--- config.mk ---
export PLATFORM = sky130hd
export DESIGN_NAME = sbps_ctrl
export DESIGN_NICKNAME = d
export VERILOG_FILES = /design/src/sv/sbps_pkg.sv /design/src/sv/sbps_ctrl.sv
export SDC_FILE = /design/constraint.sdc
export NUM_CORES = 1
export LEC_CHECK = 0
export BUFFER_PORTS_ARGS = -buffer_cell sky130_fd_sc_hd__buf_2
export CELL_PAD_IN_SITES_DETAIL_PLACEMENT = 0
export CELL_PAD_IN_SITES_GLOBAL_PLACEMENT = 2
export CORE_AREA = 2 2 39 41
export DETAILED_ROUTE_END_ITERATION = 10
export DIE_AREA = 0 0 41 43
export PLACE_DENSITY = 0.58
export SYNTH_ARGS = -nofsm -noshare
export SYNTH_HDL_FRONTEND = slang
export SYNTH_SLANG_ARGS = --single-unit
--- constraint.sdc ---
create_clock -name clk_i -period 2.35 [get_ports clk_i]
set_input_delay 0.1175 -clock clk_i [delete_from_list [all_inputs] [get_ports clk_i]]
set_output_delay 0.1175 -clock clk_i [all_outputs]
set_load 0.05 [all_outputs]
--- src/sv/sbps_pkg.sv ---
// Shared types and constants for the score bucket priority stack.
`timescale 1ns / 1ps
`default_nettype none
package sbps_pkg;

  localparam int NumBuckets  = 64;
  localparam int BucketDepth = 16;
  localparam int MaxPosition = 255;

  localparam int BktW       = $clog2(NumBuckets);
  localparam int BestW      = $clog2(NumBuckets + 1);
  localparam int FillW      = $clog2(BucketDepth + 1);
  localparam int SlotW      = (BucketDepth > 1) ? $clog2(BucketDepth) : 1;
  localparam int EntryAw    = BktW + SlotW;
  localparam int EntryDepth = NumBuckets * (2 ** SlotW);
  localparam int ScoreW     = 11;
  localparam int NumGroups  = (NumBuckets + 7) / 8;
  localparam int GrpW       = (NumGroups > 1) ? $clog2(NumGroups) : 1;

  typedef enum logic [1:0] {
    OP_PUSH  = 2'd0,
    OP_POP   = 2'd1,
    OP_CLEAR = 2'd2
  } opcode_e;

  typedef enum logic [1:0] {
    STAT_OK    = 2'd0,
    STAT_EMPTY = 2'd1,
    STAT_FULL  = 2'd2,
    STAT_RANGE = 2'd3
  } status_e;

  typedef enum logic [1:0] {
    CFG_MM   = 2'd0,
    CFG_GAPO = 2'd1,
    CFG_GAPE = 2'd2
  } cfg_e;

  typedef struct packed {
    logic [1:0]  opcode;
    logic [7:0]  position;
    logic [31:0] interval_low;
    logic [31:0] interval_high;
    logic [3:0]  mismatches;
    logic [3:0]  gap_opens;
    logic [3:0]  gap_extends;
    logic [3:0]  insertions;
    logic [3:0]  deletions;
    logic [1:0]  align_state;
    logic        is_diff;
  } in_item_t;

  typedef struct packed {
    logic [1:0]  status;
    logic [5:0]  out_score;
    logic [7:0]  out_position;
    logic [31:0] out_interval_low;
    logic [31:0] out_interval_high;
    logic [3:0]  out_mismatches;
    logic [3:0]  out_gap_opens;
    logic [3:0]  out_gap_extends;
    logic [3:0]  out_insertions;
    logic [3:0]  out_deletions;
    logic [1:0]  out_state;
    logic [7:0]  out_last_diff;
  } out_item_t;

  // controller -> datapath
  typedef struct packed {
    logic latch;
    logic fill_rd;
    logic exec;
    logic load_out;
  } cmd_t;

  // datapath -> controller
  typedef struct packed {
    logic out_busy;
  } stat_t;

endpackage
`default_nettype wire

--- src/sv/sbps_ctrl.sv ---
// Sequencing state machine: accept, bucket fill read, execute, respond.
`timescale 1ns / 1ps
`default_nettype none
module sbps_ctrl (
  input  wire logic          clk_i,
  input  wire logic          rst_ni,
  input  wire logic          in_valid_i,
  output logic               in_stall_o,
  output sbps_pkg::cmd_t     cmd_o,
  input  wire sbps_pkg::stat_t stat_i
);
  import sbps_pkg::*;

  typedef enum logic [3:0] {
    S_IDLE = 4'b0001,
    S_FILL = 4'b0010,
    S_EXEC = 4'b0100,
    S_RESP = 4'b1000
  } state_e;

  state_e state_q, state_d;

  always_comb begin
    state_d = state_q;
    cmd_o   = '0;
    unique case (state_q)
      S_IDLE: begin
        if (in_valid_i) begin
          cmd_o.latch = 1'b1;
          state_d     = S_FILL;
        end
      end
      S_FILL: begin
        cmd_o.fill_rd = 1'b1;
        state_d       = S_EXEC;
      end
      S_EXEC: begin
        cmd_o.exec = 1'b1;
        state_d    = S_RESP;
      end
      S_RESP: begin
        if (!stat_i.out_busy) begin
          cmd_o.load_out = 1'b1;
          state_d        = S_IDLE;
        end
      end
      default: begin
        state_d = S_IDLE;
      end
    endcase
  end

  assign in_stall_o = (state_q != S_IDLE);

  always_ff @(posedge clk_i or negedge rst_ni) begin
    if (!rst_ni) begin
      state_q <= S_IDLE;
    end else begin
      state_q <= state_d;
    end
  end

endmodule
`default_nettype wire

==> key figures, run 1 <==
Synth
  • Mapped Cells: 22
  • Sequential fraction of the synthesis area: between 40% and 50%
  • Post-synth cell types: 16
  • Synth Area per Inst: around 10 um^2
  • Synthesized Nets: 26
  • FF+latch count, synth: 4
  • YS warnings: 0
  • Synth Flop Type: dfrtp_1
  • Mapped Area: between 200 and 250 um^2
  • Ys async rst share: 100%
  • EDFF count, synth: 0

Layout
  • Register area: roughly 100 um^2
  • N_diodes: 0
  • Final core occ: 22.9%
  • Area of the multi-input gates: between 100 and 150 um^2
  • Biggest regs: state_q x4
  • Finished Layout Cells: 50
  • Largest Register: state_q
  • Final Instance Area: roughly 320 um^2
  • Nets: 39
  • Fill cell count: ~160
  • Area Growth Syn to Fin: 42.9%
  • Max FFs per register: 4
  • Share of cells above drive strength 1: 41.2%

Placed design
  • IO Port Bufs: 8
  • Setup WS pre-CTS: between 800 and 900 ps
  • Placed Cells: 45
  • Gpl congestion: about 0.68
  • Area after DPL: ~280 um^2

Drt
  • Vias/cell: between 3 and 4
  • First-pass DRT Iterations: 1
  • DR DRC count: 0
  • Initial DRC count: 0
  • Routed len/inst: roughly 8.7 um
  • DR vias: roughly 190
  • Final ANT Viol Nets: 0
  • Total Wirelength: between 400 and 500 um

Global route
  • Grt total ovfl: 0
  • GRT Total Usage: 6.25%
  • Global-route wire length before repair: 676 um
  • Largest net degree at the start of global routing: 9
  • Vias in the first global route: approximately 180
  • Initial antenna violation count: 0

Min path
  • Hold path start: in_valid_i
  • Worst Hold End: state_q[1]
  • Min-Delay Path Depth: 3
  • Worst Hold Class: input port to flop

Pwr
  • Clock power share: a little over a fifth
  • Seq pwr share: between 20 and 30%
  • LEAKAGE: ~0.15 nW
  • Max IR drop VDD: roughly 0.34 mV
  • Sw frac: 45.1%
  • P_int: roughly 0.23 mW
  • Psw: 0.191 mW
  • Power density over the cells: roughly 1300 nW/um^2
  • Comb pwr share: between 50% and 60%
  • Final Power: approximately 0.42 mW

Job
  • Max Cap Violations: 0

Timing
  • Unrepaired setup endpoints after global routing: false
  • Final period util: roughly 73%
  • Least-Margin Pin Slew: approximately 240 ps
  • Final Max Tran Viols: 0
  • Clock skew: roughly 7.7 ps
  • Min Hold Slack: 136 ps
  • Slew headroom: 83.9%
  • Min cycle time layout: about 1700 ps
  • Max Clock Freq: between 500 and 600 MHz
  • Hold Fails Final Rpt: 0
  • Setup WS post-layout: around 640 ps
  • Sum of negative setup slack: 0 ps
  • Final setup fails: 0

Critical path
  • CP max-delay cell: or4b_4
  • Crit-path cells: or4b_4 > nor2_1 > buf_2
  • Critical Path RT: ~2200 ps
  • CP top delay family: simple AND/OR/NAND/NOR gates
  • Stages on worst setup path: 3
  • Crit Path Category: flop to primary output
  • Setup slack, reg-to-reg: approximately 1200 ps
  • CP startpoint kind: flop
  • CP peak stage delay: approximately 570 ps
  • R2r worst-path depth: 2
  • CP Max Fanout: 7
  • Worst R2R End: state_q[1]
  • CP endpoint kind: primary output
  • Worst EP arrival: between 1500 and 2000 ps
  • Reg2reg start: state_q[3]
  • WP buf/inv: 1

Die
  • Die Wd: approximately 41 um
  • Initial Util: 16.0%
  • Ports: 9
  • Die extent in y: around 43 um
  • Core Footprint: roughly 1400 um^2
  • Cell Rows: 14
  • Die area: between 1500 and 2000 um^2

Clocking
  • CTS buffer count: 3
  • Register clock-pin slew on the reported worst setup and hold paths: 40 ps
  • Clk buf depth: 2
  • CTS tree: built
  • CTS Sinks: 4
  • Worst-Skew Late Latency: between 200 and 250 ps
  • Max H-tree Level: 1
  • CTS Root Cell: clkbuf_4
  • Post-CTS Setup Bufs: 0

Run status
  • Status: completed
## Yosys cell counts, types with 2 or more instances
library cell	instances	area share (%)
dfrtp_1	3	34
nor2_1	3	5.1
a21oi_1	2	4.5
nor3b_1	2	6.8
## layer usage
layer	share of wire (%)	GRT usage [%]	up-vias
met1	44	7.82	82
met2	52	7.19	3
met4	0	8.00	0
met3	3.4	1.57	0
met5	0	0	-
li1	-	-	100
## area by class of cell
type	count	area share, %
inverter	1	1.19
multi-input combinational	16	36.4
sequential	4	32.0
timing repair buffer	9	15.8
clock buffer	4	8.30
tap	16	6.32
## worst max path at each step
stage / from / endpoint / slack [ps]
floorplan: state_q[0] / cmd_o[3] / 440
global placement: state_q[3] / cmd_o[3] / 890
detailed placement: state_q[3] / cmd_o[3] / 880
CTS: state_q[3] / cmd_o[3] / 620
global route: state_q[3] / cmd_o[3] / 540
finish: state_q[3] / cmd_o[3] / 640
## layout by cell type (no fill, tap or decap)
| master | count |
|---|---|
| buf_2 | 8 |
| nor2_1 | 3 |
| clkbuf_4 | 3 |
| dfrtp_1 | 3 |
| nor3b_1 | 2 |
| a21oi_1 | 2 |
| or2_1 | 1 |
| nand2b_1 | 1 |
| nor2b_1 | 1 |
| or4b_4 | 1 |
| nor4b_2 | 1 |
| inv_1 | 1 |
| nand3b_1 | 1 |
| and3b_1 | 1 |
| or3_1 | 1 |
| a2bb2oi_1 | 1 |
| clkbuf_1 | 1 |
| dlygate4sd3_1 | 1 |
| dfstp_2 | 1 |
## worst min-delay path, delay by kind of cell
kind | cells | cell delay, ps
buffers and inverters | 2 | 160
AND/OR/NAND/NOR | 1 | 50
## power groups by stage
stage	registers [mW]	clock network, mW	logic, mW
after floorplan	0.114	0	0.185
after global placement	0.118	0	0.218
after detailed placement	0.119	0	0.216
after CTS	0.118	0.0975	0.218
after global routing	0.122	0.103	0.231
final	0.119	0.0913	0.215
## cells by family after synthesis
logic type      count (synthesis)  share of synthesized area, %
compound gates                  3                          8.48
flops                           4                          45.8
simple gates                   13                          40.7
buf+inv                         2                          5.08
## what timing repair did
action                    in CTS  in global routing
hold endpoints to repair       4                  0
hold buffers                   1                  0
resized for setup              0                  0
Note: power is estimated with default switching activity, not from simulation.
==> inputs of run 2 (changes only) <==
--- a/config.mk
+++ b/config.mk
@@ -11,7 +11,7 @@
 export CORE_AREA = 2 2 39 41
 export DETAILED_ROUTE_END_ITERATION = 10
 export DIE_AREA = 0 0 41 43
-export PLACE_DENSITY = 0.58
+export PLACE_DENSITY = 0.59
 export SYNTH_ARGS = -nofsm -noshare
 export SYNTH_HDL_FRONTEND = slang
 export SYNTH_SLANG_ARGS = --single-unit
==> constraint.sdc (replaced) <==
create_clock -name clk_i -period 1.5 [get_ports clk_i]
set_input_delay 0.075 -clock clk_i [delete_from_list [all_inputs] [get_ports clk_i]]
set_output_delay 0.075 -clock clk_i [all_outputs]
set_load 0.05 [all_outputs]
==> run 2 against run 1 <==
- the run now ends with setup timing left
- cell count grew 6.0%
- clock power grew 60%
- setup slack lost 710 ps
- via count grew 14%
- sequential share of layout area shrank 4.7 points
- sequential power grew 44%
- register-to-register slack lost 900 ps
- flip-flop and latch count is the same
- global-route usage grew 1.4 points
- first-iteration DRC count is the same
- combinational power grew 98%
- highest routed layer is now met4
==> key figures, run 2 (synthesis gave the netlist of run 1 again) <==
Critical path
  • Crit-path cells: or4b_4 > nor2_4 > buf_6
  • CP endpoint kind: primary output
  • Worst EP arrival: 1500 ps (-100 ps)
  • Critical Path RT: 1420 ps (-810 ps)
  • Crit Path Category: flop to primary output
  • CP peak stage delay: 530 ps (-40 ps)
  • WP buf/inv: 1 (unchanged)
  • CP top delay family: simple AND/OR/NAND/NOR gates
  • CP startpoint kind: flop
  • CP max-delay cell: dfstp_2
  • CP Max Fanout: 3 (-4)

Placed design
  • IO Port Bufs: 8 (unchanged)
  • Setup WS pre-CTS: 72.5 ps (-809 ps)
  • Placed Cells: 47 (+4.4%)
  • Gpl congestion: 0.672 (-1.4%)

Global route
  • Largest net degree at the start of global routing: 8 (-1)
  • Grt total ovfl: 0 (unchanged)
  • Initial antenna violation count: 0 (unchanged)
  • Global-route wire length before repair: 814 um (+20%)
  • GRT Total Usage: 7.68% (+1.4 points)
  • Vias in the first global route: 222 (+27%)

Drt
  • Met3 WL: 18 um (+20%)
  • Total Wirelength: 460 um (+5.7%)
  • WL met1: 182 um (-5.7%)
  • First-pass DRT Iterations: 1 (unchanged)
  • Initial DRC count: 0 (unchanged)
  • Met2 wire len: 244 um (+8.0%)
  • Top Metal Used: met4
  • DR vias: 211 (+14%)
  • Final ANT Viol Nets: 0 (unchanged)
  • Vias/cell: 3.98 (+7.6%)
  • DR DRC count: 0 (unchanged)
  • Routed len/inst: 8.68 um (-0.24%)

Timing
  • Clock skew: 3.28 ps (-4.37 ps)
  • Max Clock Freq: roughly 630 MHz
  • Final Max Tran Viols: 0 (unchanged)
  • Final setup fails: 2 (+2)
  • Slew headroom: 83.5% (-0.38 points)
  • Sum of negative setup slack: -135 ps (-135 ps)
  • Hold Fails Final Rpt: 0 (unchanged)
  • Unrepaired setup endpoints after global routing: true
  • Setup WS post-layout: -77.3 ps (-713 ps)
  • Least-Margin Pin Slew: 249 ps (+7.45 ps)
  • Min cycle time layout: 1580 ps
  • Final period util: 105%

Pwr
  • LEAKAGE: 0.168 nW (+12%)
  • Max IR drop VDD: 0.555 mV (+65%)
  • Power density over the cells: 2010 nW/um^2 (+50%)

Clocking
  • Max H-tree Level: 1 (unchanged)
  • Worst-Skew Late Latency: 240 ps (about the same)
  • CTS Root Cell: clkbuf_4
  • Register clock-pin slew on the reported worst setup and hold paths: 40 ps (about the same)
  • CTS buffer count: 3 (unchanged)
  • CTS Sinks: 4 (unchanged)
  • CTS tree: built
  • Clk buf depth: 2 (unchanged)

Die
  • Die area: 1760 um^2 (unchanged)
  • Die Wd: 41 um (unchanged)
  • Initial Util: 16.0% (unchanged)
  • Cell Rows: 14 (unchanged)
  • Die extent in y: 43 um (unchanged)
  • Ports: 9 (unchanged)
  • Core Footprint: 1380 um^2 (unchanged)

Layout
  • Finished Layout Cells: 53 (+6.0%)
  • Share of cells above drive strength 1: 48.6% (+7.5 points)
  • Biggest regs: state_q x4
  • Commonest cells after routing, fill and taps aside: buf_2 (5), clkbuf_4 (4), buf_4 (3), dfrtp_1 (3)
  • Commonest non-fill, non-tap cell in the layout: buf_2
  • Max FFs per register: 4 (unchanged)
  • Nets: 42 (+7.7%)
  • Final core occ: 26.8% (+3.9 points)
  • Area Growth Syn to Fin: 67.2%
  • N_diodes: 0 (unchanged)
  • Largest Register: state_q

Run status
  • Status: finished, violations left
  • Failing checks: setup timing

Min path
  • Worst Hold Class: input port to flop

Job
  • Max Cap Violations: 0 (unchanged)
## run 2: changes by cell type in the layout (fill, tap and decap cells not counted), sizes merged
cell    change
buf         +2
clkbuf      +1
## run 2: final timing paths
check	start	to	slack (ps)	cells past startpoint
max	state_q[0]	cmd_o[3]	-80	3
min	in_valid_i	state_q[1]	130	3
max reg2reg	state_q[0]	state_q[0]	250	4
min reg2reg	state_q[2]	state_q[1]	570	2
max in group asynchronous	rst_ni	state_q[0]	1120	2
min in group asynchronous	rst_ni	state_q[1]	170	2
## run 2: worst reg2reg max path, stage by stage (launching register included)
cell       delay (ps)
dfstp_2           530
buf_4             100
nor2b_1            40
or3_1             340
a2bb2oi_1         160
## run 2: metal layers
layer,global-route usage [%],vias up
met3,3.14,2
met2,10.6,4
met5,0,-
li1,-,109
met1,6.89,96
met4,10.0,0
## run 2: report_power, final
group | internal (mW) | switching (mW)
Combinational | 0.164 | 0.262
Clock | 0.100 | 0.0463
Sequential | 0.150 | 0.0211
## run 2: cell type report
class                           instances  area (um^2)
Sequential cell                         4          101
Clock buffer                            4         26.3
Multi-Input combinational cell         16          131
Fill cell                             159         1010
Inverter                                1         3.75
Timing Repair Buffer                   12         87.6
Tap cell                               16         20.0
## run 2: per-stage QoR
stage,power [mW],hold WS (ps),area (um^2)
floorplan,0.492,-221,244
global placement,0.569,-120,312
detailed placement,0.567,-118,312
CTS,0.757,133,364
global route,0.796,144,370
finish,0.744,132,370
## run 2: repair_timing
action | CTS | global route
endpoints found under the setup margin | 3 | 4
setup buffers | 1 | 0
hold buffers | 1 | 0
gates resized for setup | 3 | 2
hold endpoints to repair | 4 | 0
